`config.mk`:
```
export PLATFORM = sky130hd
export DESIGN_NAME = cfec_ctrl
export DESIGN_NICKNAME = d
export VERILOG_FILES = /design/src/rtl/cfec_pkg.sv /design/src/rtl/cfec_ctrl.sv
export SDC_FILE = /design/constraint.sdc
export NUM_CORES = 1
export LEC_CHECK = 0
export ABC_AREA = 0
export BUFFER_PORTS_ARGS = -buffer_cell sky130_fd_sc_hd__buf_2
export CORE_AREA = 2 2 39 41
export DETAILED_ROUTE_END_ITERATION = 6
export DIE_AREA = 0 0 41 43
export PLACE_DENSITY = 0.52
export SETUP_SLACK_MARGIN = 0.3
export SLEW_MARGIN = 20
export SYNTH_ARGS = -nofsm -noshare
export SYNTH_HDL_FRONTEND = slang
export SYNTH_SLANG_ARGS = --single-unit
```
`constraint.sdc`:
```
create_clock -name clk_i -period 3.55 [get_ports clk_i]
set_input_delay 0.355 -clock clk_i [delete_from_list [all_inputs] [get_ports clk_i]]
set_output_delay 0.355 -clock clk_i [all_outputs]
set_load 0.05 [all_outputs]
```
`src/rtl/cfec_pkg.sv`:
```
// Package for the centered FIR with edge clamping: sizes, op codes and the
// command/status structs between controller and datapath. No dependencies.
package cfec_pkg;

  localparam int MAX_TAPS    = 65;
  localparam int SAMPLE_BITS = 16;
  localparam int COEF_BITS   = 16;
  localparam int COEF_FRAC   = 14;
  localparam int ACC_BITS    = 40;
  localparam int HW_MAX      = (MAX_TAPS - 1) / 2;
  localparam int TAP_W       = $clog2(MAX_TAPS);
  localparam int HW_W        = 6;
  localparam int IDX_W       = 7;
  localparam int CNT_W       = 32;
  localparam int PEND_W      = $clog2(HW_MAX + 2);
  localparam int PROD_W      = SAMPLE_BITS + COEF_BITS;

  localparam logic OP_COEF   = 1'b0;
  localparam logic OP_SAMPLE = 1'b1;

  typedef struct packed {
    logic take_coef;
    logic take_sample;
    logic new_block;
    logic tap_clr;
    logic issue;
    logic emit;
  } cmd_t;

  typedef struct packed {
    logic pend_gt_hw;
    logic pend_nz;
    logic last;
    logic tap_last;
    logic pipe_busy;
    logic out_free;
  } stat_t;

endpackage

```
`src/rtl/cfec_ctrl.sv`:
```
// Controller: item acceptance, block tracking and per-output tap sequencing.
// Depends on cfec_pkg.
module cfec_ctrl import cfec_pkg::*; (
  input  logic  clk_i,
  input  logic  rst_ni,
  input  logic  in_valid_i,
  input  logic  in_op_i,
  output logic  in_ready_o,
  input  stat_t stat_i,
  output cmd_t  cmd_o
);

  typedef enum logic [1:0] {
    ST_IDLE,
    ST_CHECK,
    ST_TAPS,
    ST_DRAIN
  } state_e;

  state_e state_q;
  logic   in_block_q;
  logic   accept;
  logic   more;

  assign in_ready_o = (state_q == ST_IDLE);
  assign accept     = in_valid_i && in_ready_o;
  assign more       = stat_i.pend_gt_hw || (stat_i.last && stat_i.pend_nz);

  always_comb begin
    cmd_o             = '0;
    cmd_o.take_coef   = accept && (in_op_i == OP_COEF);
    cmd_o.take_sample = accept && (in_op_i == OP_SAMPLE);
    cmd_o.new_block   = !in_block_q;
    cmd_o.tap_clr     = (state_q == ST_CHECK) && more;
    cmd_o.issue       = (state_q == ST_TAPS);
    cmd_o.emit        = (state_q == ST_DRAIN) && !stat_i.pipe_busy && stat_i.out_free;
  end

  always_ff @(posedge clk_i or negedge rst_ni) begin
    if (!rst_ni) begin
      state_q    <= ST_IDLE;
      in_block_q <= 1'b0;
    end else begin
      unique case (state_q)
        ST_IDLE: begin
          if (cmd_o.take_sample) begin
            in_block_q <= 1'b1;
            state_q    <= ST_CHECK;
          end
        end
        ST_CHECK: begin
          if (more) begin
            state_q <= ST_TAPS;
          end else begin
            if (stat_i.last) begin
              in_block_q <= 1'b0;
            end
            state_q <= ST_IDLE;
          end
        end
        ST_TAPS: begin
          if (stat_i.tap_last) begin
            state_q <= ST_DRAIN;
          end
        end
        ST_DRAIN: begin
          if (cmd_o.emit) begin
            state_q <= ST_CHECK;
          end
        end
        default: state_q <= ST_IDLE;
      endcase
    end
  end

  a_taps_in_block: assert property (@(posedge clk_i) disable iff (!rst_ni)
    (state_q == ST_TAPS) |-> in_block_q)
    else $error("tap walk outside a block");

endmodule

```
==> flow_summary.toml <==
[grt]
gr-usage-all-layers_pct = 8.75
grt_pass1_vias = 265
grt-ovfl-total = 0
grt_antenna_before_repair = 0
grt_max_degree = 7
grt_pass1_wl_microns = 952

[yosys]
synth_compound_area_share_pct = 13.9
yosysWarnings = 0
synth_seq_area_share_pct = 28.8
synth-xor-area-share_pct = 0
synthAdderAreaFrac_pct = 19.2
syn_area_per_cell_sq_um = 8.97
ys_ff_latch = 3
synth_top_family_by_area = "adder cells"
synth-simple-area-share_pct = 18.8
synth_nets = 43
synth_cells = 29
synth_area_sq_um = 260
ys_types = 16
synth_mux_area_share_pct = 12.0

[die]
start_util_pct = 18.8
rows = 14
core_sq_mm = 0.00138
die_x_microns = 41
io-pin-count = 17
fp.dieArea_sq_mm = 0.00176
die_y_microns = 43

[clock_network]
cts_setup_buffers = 0
clk_latency_ps = 230
clk_pin_slew_ps = 40
root_buffer = "clkbuf_4"
cts_tree = "yes"
cts.sinks = 3
cts.repair.resized = 0
clock_path_buffers = 2
cts_buffers = 3
h-tree-depth = 1

[drt]
initialDrtViolationCount = 8
wl_met3_microns = 26
vias = 270
wl_met2_microns = 315
routed_wirelength_microns = 576
vias_per_cell = 4.09
drc = 0
wl_met1_microns = 234
drt-wirelength-per-cell_microns = 8.73
dr.max_layer_used = "met3"
first_pass_iters = 5
antenna_left = 0

[layout]
multi_input_area_sq_um = 166
num_antenna_cells = 0
regArea_sq_um = 75.1
final_layout_size_suffix_gt1_share_pct = 38.0
fin_nets = 65
area_delta_synth_final_pct = 52.4
n_fill_cell = 162

[place]
post-place-ws_ps = 1870
port_buffers = 16
place.gp.congestion = 0.704
dp_hpwl_microns = 486

[setup_path]
cpLargestDelayFamily = "flip-flops"
cp-end-kind = "primary output"
critPathBufInv = 2
path_class = "flop to primary output"
crit_path_top_delay_cell = "dfrtp_1"
worstPathArrival_ps = 1370
crit_path_max_fanout = 5
critPathLaunchType = "flop"
crit_chain = "inv_1 -> ha_1 -> and3_1 -> buf_2"
cp_slowest_stage_delay_ps = 390
worst-endpoint-required_ps = 3190

[run]
cap_violations = 0

[sta]
max_freq_mhz = 579
drv_slew = 0
rsz0062_at_grt = "false"
setup_viol = 0
min_period_over_period_pct = 48.6
max_slew_margin_pct = 69.0
hold_ws_ps = 450
min_period_ps = 1730
fin_ws_ps = 1820
worst_pin_slew_ps = 464
hold_viol_final = 0
tns_ps = 0
finClkSkew_ps = 0.109

[min_path]
hold_path.class = "input port to asynchronous set/reset pin"

[power]
p_total_mw = 0.342
p_leak_nw = 0.230
power_density_mw_per_mm2 = 863
peakVddDrop_mv = 0.281

[outcome]
outcome = "finished clean"
-- final timing paths --
| check | to | slack [ps] | start | cells after the start |
|---|---|---|---|---|
| worst max-delay path | cmd_o[4] | 1820 | state_q[0] | 4 |
| worst min-delay path | in_block_q | 450 | rst_ni | 2 |
| worst max register to register | state_q[1] | 1890 | state_q[0] | 4 |
| worst min register to register | state_q[1] | 560 | state_q[1] | 1 |
| max in group asynchronous | state_q[0] | 3000 | rst_ni | 2 |
| min in group clk_i | in_block_q | 460 | stat_i[4] | 3 |
-- kinds of logic after synthesis --
logic type / after synthesis
and+or+nand+nor: 9
adders and majority gates: 4
buffers and inverters: 5
AOI/OAI and AO/OA: 5
DFF: 3
muxes: 3
-- power breakdown --
group          total, mW  leakage [nW]  switching, mW  internal, mW
Clock             0.0588        0.0150         0.0168        0.0421
Sequential        0.0602        0.0340        0.00953        0.0506
Combinational      0.223         0.181          0.153        0.0705
-- placed cells by master (no fill, tap or decap), types with 2 or more instances in the layout --
cell type,count
buf_2,16
clkbuf_4,3
inv_1,5
dfrtp_1,3
mux2i_1,2
nand2_1,2
nor2_1,2
a21oi_1,2
ha_1,4
-- layout make-up --
class	count	share of cell area, %
Multi-Input combinational cell	21	42.0
Tap cell	16	5.05
Inverter	5	4.73
Sequential cell	3	18.9
Clock buffer	4	6.62
Timing Repair Buffer	17	22.7
-- per-stage QoR --
| step | std cells | instance area [sq um] | utilization [%] |
|---|---|---|---|
| 3_3_place_gp | 61 | 360 | 26.0 |
| 5_1_grt | 66 | 397 | 28.7 |
| 6_report | 66 | 397 | 28.7 |
| 2_1_floorplan | 29 | 260 | - |
| 3_5_place_dp | 61 | 360 | 26.0 |
| 4_1_cts | 66 | 397 | 28.7 |
-- cells in the mapped netlist --
master	n	area, sq um
and3_1	1	6.26
inv_1	5	18.8
nand3_1	1	5.00
o2bb2ai_1	1	8.76
nor4bb_1	1	10.0
dfrtp_1	3	75.1
a21oi_1	2	10.0
nand2b_1	1	6.26
mux2i_1	2	20.0
nand2_1	2	7.51
a21boi_0	1	7.51
nor2b_1	1	6.26
mux2_1	1	11.3
ha_1	4	50.1
a222oi_1	1	10.0
nor2_1	2	7.51
-- routing by layer --
metal | up-vias | track usage (%)
li1 | 141 | -
met1 | 121 | 9.39
met2 | 8 | 11.6
met3 | 0 | 3.14
met4 | 0 | 10.0
met5 | - | 0
-- registers in the layout, indices dropped and copies added (netlist names) --
register    count
in_block_q      1
state_q         2
-- worst register-to-register path, stage by stage, from the launching register on --
cell and delay (ps):
dfrtp_1 360, inv_1 80, ha_1 250, a222oi_1 470, mux2_1 370
-- repair_timing --
action                                 4_1_cts  5_1_grt
hold buffers                                 1        0
endpoints found under the hold margin        3        0
setup endpoints to repair                    0        0
No activity file was read; power rests on OpenSTA's default activity.
