===== config.mk =====
export PLATFORM = sky130hd
export DESIGN_NAME = cfec_dp
export DESIGN_NICKNAME = d
export VERILOG_FILES = /design/src/rtl/cfec_pkg.sv /design/src/rtl/cfec_ram.sv /design/src/rtl/cfec_dp.sv
export SDC_FILE = /design/constraint.sdc
export NUM_CORES = 2
export LEC_CHECK = 0
export BUFFER_PORTS_ARGS = -buffer_cell sky130_fd_sc_hd__buf_2
export CAP_MARGIN = 20
export CORE_ASPECT_RATIO = 0.8
export CORE_MARGIN = 5
export CORE_UTILIZATION = 45
export CTS_BUF_LIST = sky130_fd_sc_hd__clkbuf_4
export DETAILED_ROUTE_END_ITERATION = 10
export GPL_TIMING_DRIVEN = 0
export PLACE_DENSITY = 0.6
export SETUP_SLACK_MARGIN = 0.3
export SLEW_MARGIN = 20
export SYNTH_ARGS = -nofsm -noshare
export SYNTH_HDL_FRONTEND = slang
export SYNTH_SLANG_ARGS = --single-unit

===== constraint.sdc =====
create_clock -name clk_i -period 14.05 [get_ports clk_i]
set_input_delay 1.405 -clock clk_i [delete_from_list [all_inputs] [get_ports clk_i]]
set_output_delay 1.405 -clock clk_i [all_outputs]
set_load 0.01 [all_outputs]

===== src/rtl/cfec_pkg.sv =====
// Package for the centered FIR with edge clamping: sizes, op codes and the
// command/status structs between controller and datapath. No dependencies.
package cfec_pkg;

  localparam int MAX_TAPS    = 65;
  localparam int SAMPLE_BITS = 16;
  localparam int COEF_BITS   = 16;
  localparam int COEF_FRAC   = 14;
  localparam int ACC_BITS    = 40;
  localparam int HW_MAX      = (MAX_TAPS - 1) / 2;
  localparam int TAP_W       = $clog2(MAX_TAPS);
  localparam int HW_W        = 6;
  localparam int IDX_W       = 7;
  localparam int CNT_W       = 32;
  localparam int PEND_W      = $clog2(HW_MAX + 2);
  localparam int PROD_W      = SAMPLE_BITS + COEF_BITS;

  localparam logic OP_COEF   = 1'b0;
  localparam logic OP_SAMPLE = 1'b1;

  typedef struct packed {
    logic take_coef;
    logic take_sample;
    logic new_block;
    logic tap_clr;
    logic issue;
    logic emit;
  } cmd_t;

  typedef struct packed {
    logic pend_gt_hw;
    logic pend_nz;
    logic last;
    logic tap_last;
    logic pipe_busy;
    logic out_free;
  } stat_t;

endpackage


===== src/rtl/cfec_ram.sv =====
// Generic simple dual-port RAM, one write and one registered read port.
// No dependencies.
module cfec_ram #(
  parameter int WIDTH = 16,
  parameter int DEPTH = 65
) (
  input  logic                     clk_i,
  input  logic                     we_i,
  input  logic [$clog2(DEPTH)-1:0] waddr_i,
  input  logic [WIDTH-1:0]         wdata_i,
  input  logic [$clog2(DEPTH)-1:0] raddr_i,
  output logic [WIDTH-1:0]         rdata_o
);

  logic [WIDTH-1:0] mem_q [DEPTH];
  logic [WIDTH-1:0] rdata_q;

  always_ff @(posedge clk_i) begin
    if (we_i) begin
      mem_q[waddr_i] <= wdata_i;
    end
    rdata_q <= mem_q[raddr_i];
  end

  assign rdata_o = rdata_q;

endmodule


===== src/rtl/cfec_dp.sv =====
// Datapath: coefficient and history RAMs, edge-clamped address generation,
// shared multiply-accumulate, rounding/saturation and the result register.
// Depends on cfec_pkg and cfec_ram.
module cfec_dp import cfec_pkg::*; (
  input  logic                          clk_i,
  input  logic                          rst_ni,
  input  logic                          cfg_we_i,
  input  logic [HW_W-1:0]               cfg_wdata_i,
  input  logic [IDX_W-1:0]              in_coef_index_i,
  input  logic signed [SAMPLE_BITS-1:0] in_value_i,
  input  logic                          in_last_i,
  input  logic                          out_ready_i,
  output logic                          out_valid_o,
  output logic signed [SAMPLE_BITS-1:0] out_filtered_o,
  output logic                          out_block_end_o,
  input  cmd_t                          cmd_i,
  output stat_t                         stat_o
);

  localparam logic signed [ACC_BITS:0] SAT_HI = (ACC_BITS+1)'(2**(SAMPLE_BITS-1) - 1);
  localparam logic signed [ACC_BITS:0] SAT_LO = (ACC_BITS+1)'(-(2**(SAMPLE_BITS-1)));
  localparam logic signed [ACC_BITS:0] RND    = (ACC_BITS+1)'(2**(COEF_FRAC-1));

  logic [HW_W-1:0]            hw_q;
  logic [HW_W-1:0]            hw_eff;
  logic [MAX_TAPS-1:0]        coef_vld_q;
  logic [TAP_W-1:0]           wr_pos_q;
  logic [CNT_W-1:0]           sent_q;
  logic [PEND_W-1:0]          pend_q;
  logic                       last_q;
  logic [TAP_W-1:0]           tap_q;
  logic                       s1_vld_q, s1_first_q, s1_cok_q;
  logic                       s2_vld_q, s2_first_q;
  logic signed [PROD_W-1:0]   prod_q;
  logic signed [ACC_BITS-1:0] acc_q;
  logic                       out_vld_q;
  logic [SAMPLE_BITS-1:0]     out_data_q;
  logic                       out_end_q;

  logic [TAP_W-1:0]           tap_end;
  logic [PEND_W-1:0]          lag;
  logic [TAP_W:0]             lsum;
  logic                       left;
  logic signed [TAP_W:0]      rsum;
  logic [TAP_W-1:0]           back;
  logic [TAP_W:0]             asum;
  logic [TAP_W-1:0]           hist_raddr;
  logic [TAP_W-1:0]           hist_waddr;
  logic                       coef_we;
  logic [COEF_BITS-1:0]       coef_rdata;
  logic [SAMPLE_BITS-1:0]     hist_rdata;
  logic signed [COEF_BITS-1:0] coef_op;
  logic signed [ACC_BITS:0]   rnd;
  logic signed [ACC_BITS:0]   shr;
  logic signed [ACC_BITS:0]   sat;
  logic                       out_free;

  assign hw_eff  = (hw_q > HW_W'(HW_MAX)) ? HW_W'(HW_MAX) : hw_q;
  assign tap_end = TAP_W'({hw_eff, 1'b0});
  assign lag     = pend_q - PEND_W'(1);

  // left edge: position n+o before the block start replicates the first sample
  assign lsum = (TAP_W+1)'(sent_q[HW_W-1:0]) + (TAP_W+1)'(tap_q);
  assign left = (sent_q[CNT_W-1:HW_W] == '0) && (lsum < (TAP_W+1)'(hw_eff));
  assign rsum = (TAP_W+1)'(lag) + (TAP_W+1)'(hw_eff) - (TAP_W+1)'(tap_q);

  always_comb begin
    if (left) begin
      back = TAP_W'(lag) + TAP_W'(sent_q[HW_W-1:0]);
    end else if (rsum[TAP_W]) begin
      back = '0;
    end else begin
      back = rsum[TAP_W-1:0];
    end
  end

  assign asum = (TAP_W+1)'(wr_pos_q) + (TAP_W+1)'(MAX_TAPS - 1) - (TAP_W+1)'(back);
  assign hist_raddr = (asum >= (TAP_W+1)'(MAX_TAPS)) ?
                      TAP_W'(asum - (TAP_W+1)'(MAX_TAPS)) : asum[TAP_W-1:0];
  assign hist_waddr = cmd_i.new_block ? '0 : wr_pos_q;
  assign coef_we    = cmd_i.take_coef && (in_coef_index_i < IDX_W'(MAX_TAPS));

  cfec_ram #(.WIDTH(COEF_BITS), .DEPTH(MAX_TAPS)) u_coef_ram (
    .clk_i   (clk_i),
    .we_i    (coef_we),
    .waddr_i (TAP_W'(in_coef_index_i)),
    .wdata_i (in_value_i),
    .raddr_i (tap_q),
    .rdata_o (coef_rdata)
  );

  cfec_ram #(.WIDTH(SAMPLE_BITS), .DEPTH(MAX_TAPS)) u_hist_ram (
    .clk_i   (clk_i),
    .we_i    (cmd_i.take_sample),
    .waddr_i (hist_waddr),
    .wdata_i (in_value_i),
    .raddr_i (hist_raddr),
    .rdata_o (hist_rdata)
  );

  assign coef_op = s1_cok_q ? $signed(coef_rdata) : '0;

  assign rnd = (ACC_BITS+1)'(acc_q) + RND;
  assign shr = rnd >>> COEF_FRAC;
  always_comb begin
    if (shr > SAT_HI) begin
      sat = SAT_HI;
    end else if (shr < SAT_LO) begin
      sat = SAT_LO;
    end else begin
      sat = shr;
    end
  end

  assign out_free = !out_vld_q || out_ready_i;

  always_ff @(posedge clk_i or negedge rst_ni) begin
    if (!rst_ni) begin
      hw_q       <= '0;
      coef_vld_q <= '0;
      wr_pos_q   <= '0;
      sent_q     <= '0;
      pend_q     <= '0;
      last_q     <= 1'b0;
      tap_q      <= '0;
      s1_vld_q   <= 1'b0;
      s2_vld_q   <= 1'b0;
      out_vld_q  <= 1'b0;
    end else begin
      if (cfg_we_i) begin
        hw_q <= cfg_wdata_i;
      end
      if (coef_we) begin
        coef_vld_q[TAP_W'(in_coef_index_i)] <= 1'b1;
      end
      if (cmd_i.take_sample) begin
        last_q <= in_last_i;
        if (cmd_i.new_block) begin
          wr_pos_q <= TAP_W'(1);
          sent_q   <= '0;
          pend_q   <= PEND_W'(1);
        end else begin
          wr_pos_q <= (wr_pos_q == TAP_W'(MAX_TAPS - 1)) ? '0 : wr_pos_q + TAP_W'(1);
          pend_q   <= pend_q + PEND_W'(1);
        end
      end else if (cmd_i.emit) begin
        sent_q <= sent_q + CNT_W'(1);
        pend_q <= pend_q - PEND_W'(1);
      end
      if (cmd_i.tap_clr) begin
        tap_q <= '0;
      end else if (cmd_i.issue) begin
        tap_q <= tap_q + TAP_W'(1);
      end
      s1_vld_q <= cmd_i.issue;
      s2_vld_q <= s1_vld_q;
      if (cmd_i.emit) begin
        out_vld_q <= 1'b1;
      end else if (out_ready_i) begin
        out_vld_q <= 1'b0;
      end
    end
  end

  always_ff @(posedge clk_i) begin
    s1_first_q <= (tap_q == '0);
    s1_cok_q   <= coef_vld_q[tap_q];
    s2_first_q <= s1_first_q;
    prod_q     <= $signed(hist_rdata) * coef_op;
    if (s2_vld_q) begin
      acc_q <= (s2_first_q ? '0 : acc_q) + ACC_BITS'(prod_q);
    end
    if (cmd_i.emit) begin
      out_data_q <= sat[SAMPLE_BITS-1:0];
      out_end_q  <= last_q && (pend_q == PEND_W'(1));
    end
  end

  assign out_valid_o     = out_vld_q;
  assign out_filtered_o  = out_data_q;
  assign out_block_end_o = out_end_q;

  assign stat_o.pend_gt_hw = pend_q > PEND_W'(hw_eff);
  assign stat_o.pend_nz    = pend_q != '0;
  assign stat_o.last       = last_q;
  assign stat_o.tap_last   = tap_q == tap_end;
  assign stat_o.pipe_busy  = s1_vld_q || s2_vld_q;
  assign stat_o.out_free   = out_free;

  a_emit_pending: assert property (@(posedge clk_i) disable iff (!rst_ni)
    cmd_i.emit |-> (pend_q != '0) && !s1_vld_q && !s2_vld_q)
    else $error("result emitted without a finished pending output");

  a_pend_bound: assert property (@(posedge clk_i) disable iff (!rst_ni)
    pend_q <= PEND_W'(HW_MAX + 1))
    else $error("pending outputs exceed the window");

  a_wr_pos_range: assert property (@(posedge clk_i) disable iff (!rst_ni)
    wr_pos_q <= TAP_W'(MAX_TAPS - 1))
    else $error("history write position out of range");

endmodule


==> impl_metrics.env <==
export IMPL_critPathCaptureType="flop"
export IMPL_critPathLaunch="tap_q[1]"
export IMPL_postSynthAreaPerCell_um2=15.37
export IMPL_cts_made_buffers=588
export IMPL_cp_common_cell="clkbuf_1"
export IMPL_cts_max_level=6
export IMPL_hp_class="flop to flop"
export IMPL_timing_max_cap_violations=0
export IMPL_hpwlAfterDp_mm=206.0
export IMPL_ys_flop_type="edfxtp_1"
export IMPL_grt_use_total=0.2471
export IMPL_ant_nets=0
export IMPL_period_minus_slack_ns=12.08
export IMPL_crit_slowest_cell="clkbuf_1"
export IMPL_cp_top_family="buffers and inverters"
export IMPL_path_class="flop to flop"
export IMPL_drive_gt1_frac=0.2386
export IMPL_critPathMaxStageDelay_ns=0.77
export IMPL_die_area_mm2=0.2385
export IMPL_min_delay_path_depth=0
export IMPL_clock_latency_ns=1.32
export IMPL_finalNetCount=7969
export IMPL_critPathArrivalTime_ns=13.02
export IMPL_cp_required_ns=15.00
export IMPL_synth_cells=6699
export IMPL_syn_nets=7187
export IMPL_post_cts_setup_buffers=0
export IMPL_synth_seq_area_share=0.6673
export IMPL_routed_via_count=63684
export IMPL_root_buffer="clkbuf_4"
export IMPL_grt_pass1_vias=63544
export IMPL_drt_initial_drc_count=8128
export IMPL_antenna_found_initial=21
export IMPL_clock_skew_ns=0.1215
export IMPL_relSlewSlack=0.1818
export IMPL_row_count=157
export IMPL_clkSinkCount=2331
export IMPL_cts_hold_buf=1
export IMPL_timing_rr_start="tap_q[1]"
export IMPL_io_buffer_count=60
export IMPL_via_per_inst=5.830
export IMPL_clk_pin_slew_ns=0.08
export IMPL_die_w_um=544.7
export IMPL_wl_mm=297.3
export IMPL_wl_per_cell_um=27.21
export IMPL_fin_crit_sh=0.8595
export IMPL_cts_tree="built"
export IMPL_finalHoldViolCount=0
export IMPL_grt_max_degree=87
export IMPL_area_growth_pct=13.87
export IMPL_max_freq_ghz=0.08281
export IMPL_cts_resized=0
export IMPL_ff2ff_setup_slack_ns=1.97
export IMPL_synth_most_common_cell="edfxtp_1"
export IMPL_fillers=19188
export IMPL_synth_area_leaders="edfxtp_1 (62%), mux4_2 (7.8%), fa_1 (5.3%)"
export IMPL_status="finished clean"
export IMPL_syn_area_mm2=0.1029
export IMPL_synth_commonest_cells="edfxtp_1 (2137), nand2_1 (820), mux4_2 (358), inv_1 (357), fa_1 (272)"
export IMPL_cp_start_kind="flop"
export IMPL_min_to="s2_first_q"
export IMPL_crit_buf_inv=9
export IMPL_drcViolationCount=0
export IMPL_crit_path_max_fanout=10
export IMPL_die_h_um=437.8
export IMPL_initial_core_util=0.4510
export IMPL_ys_warnings_count=0
export IMPL_clockBufferDepth=4
export IMPL_min_delay_start="s1_first_q"
export IMPL_synth_edf_count=2137
export IMPL_tightest_slew_ns=1.208
export IMPL_synth_top_area_cell="edfxtp_1"
export IMPL_synth_top_area_frac=0.6234
export IMPL_reg2reg_depth=31
export IMPL_drt_first_pass_iters=7
export IMPL_r2r_end="u_hist_ram.rdata_o[13]"
export IMPL_grt_first_pass_wirelength_mm=430.9
export IMPL_finalSetupViolCount=0
export IMPL_core_area_mm2=0.2283
export IMPL_gr_total_overflow=0
export IMPL_drv_slew=0
export IMPL_setup_tns_ns=0
export IMPL_ios=64
export IMPL_ys_types=87
export IMPL_synthArstFlopShare=0.05448
export IMPL_grt_setup_unrepaired="false"
export IMPL_gp_congestion=0.9328
export IMPL_ys_ff_latch=2331
[logic make-up (layout without fill, tap and decap cells)]
group           count (synthesis)  count (layout)  share of synthesized area
flops                        2331            2331                     0.6673
fa+ha+maj                     448             448                    0.07429
simple gates                 1894            1894                    0.08613
other cells                     0              13                          0
buf+inv                       698            1888                    0.02775
xor+xnor                      143             143                    0.01217
mux                           397             397                    0.08222
compound gates                788             788                    0.05015
[per-layer routing]
metal / track usage / up-vias / routed length, um
li1: - / 27264 / -
met1: 0.3542 / 32425 / 122900
met2: 0.3591 / 3419 / 129400
met3: 0.07545 / 568 / 34320
met4: 0.08725 / 8 / 10420
met5: 0.003450 / - / 146
[state kept, by name, summed over array words and instances (netlist names), 6 cells and up]
signal	cells
acc_q	40
coef_vld_q	65
hw_q	6
out_filtered_o	16
pend_q	6
prod_q	32
sent_q	32
tap_q	7
u_coef_ram.mem_q	1040
u_coef_ram.rdata_o	16
u_hist_ram.mem_q	1040
u_hist_ram.rdata_o	16
wr_pos_q	7
[layout by cell type (no fill, tap or decap), types with 33 or more instances in the layout]
master / instances
buf_2: 155
o21ai_0: 129
buf_8: 45
clkbuf_4: 872
dfxtp_1: 67
nor2_4: 34
ha_1: 176
a21o_1: 43
a31oi_1: 42
or2_2: 83
dfrtp_1: 126
xor2_1: 50
inv_1: 357
mux4_2: 358
clkbuf_1: 167
nor2_2: 89
clkinv_1: 65
nand3_1: 213
and3_1: 198
a21oi_1: 144
buf_6: 73
edfxtp_1: 2137
o22ai_1: 211
a311oi_1: 44
nand2_1: 820
nor2b_1: 74
xnor2_1: 93
nor3_1: 106
nand4_1: 33
fa_1: 272
nor2_1: 118
[final cells by class]
class / instances / area, um^2 / share of cell area
Antenna cell: 13 / 32.53 / 0.0002775
Buffer: 339 / 1536 / 0.01311
Clock buffer: 872 / 6546 / 0.05585
Clock inverter: 126 / 970.9 / 0.008283
Inverter: 359 / 1348 / 0.01150
Multi-Input combinational cell: 3670 / 31940 / 0.2725
Sequential cell: 2331 / 68690 / 0.5860
Tap cell: 3021 / 3780 / 0.03225
Timing Repair Buffer: 192 / 2370 / 0.02022
[metrics by stage]
stage / utilization / setup WS [ns] / hold WS [ns] / instance area (um^2) / instances
4_1_cts: 0.5132 / 2.287 / 0.2184 / 117100 / 10907
6_report: 0.5135 / 1.975 / 0.3345 / 117200 / 10923
3_5_place_dp: 0.4802 / 2.480 / 0.3233 / 109600 / 9908
3_3_place_gp: 0.4688 / 2.429 / 0.3197 / 107000 / 9780
5_1_grt: 0.5134 / 1.647 / 0.3071 / 117200 / 10915
2_1_floorplan: - / 6.732 / 0.3096 / 102900 / 6699
[worst max-delay path by stage]
stage                     cells past startpoint  slack [ns]                     end
after floorplan                              31        6.73  u_hist_ram.rdata_o[15]
after detailed placement                     32        2.48   u_hist_ram.rdata_o[9]
after CTS                                    32        2.29   u_hist_ram.rdata_o[9]
final                                        31        1.97  u_hist_ram.rdata_o[13]
after global routing                         32        1.65   u_hist_ram.rdata_o[9]
after global placement                       31        2.43  u_hist_ram.rdata_o[13]
Power is not shown: default switching activity piles up to over one toggle a cycle in this logic, so the estimate is an artifact.
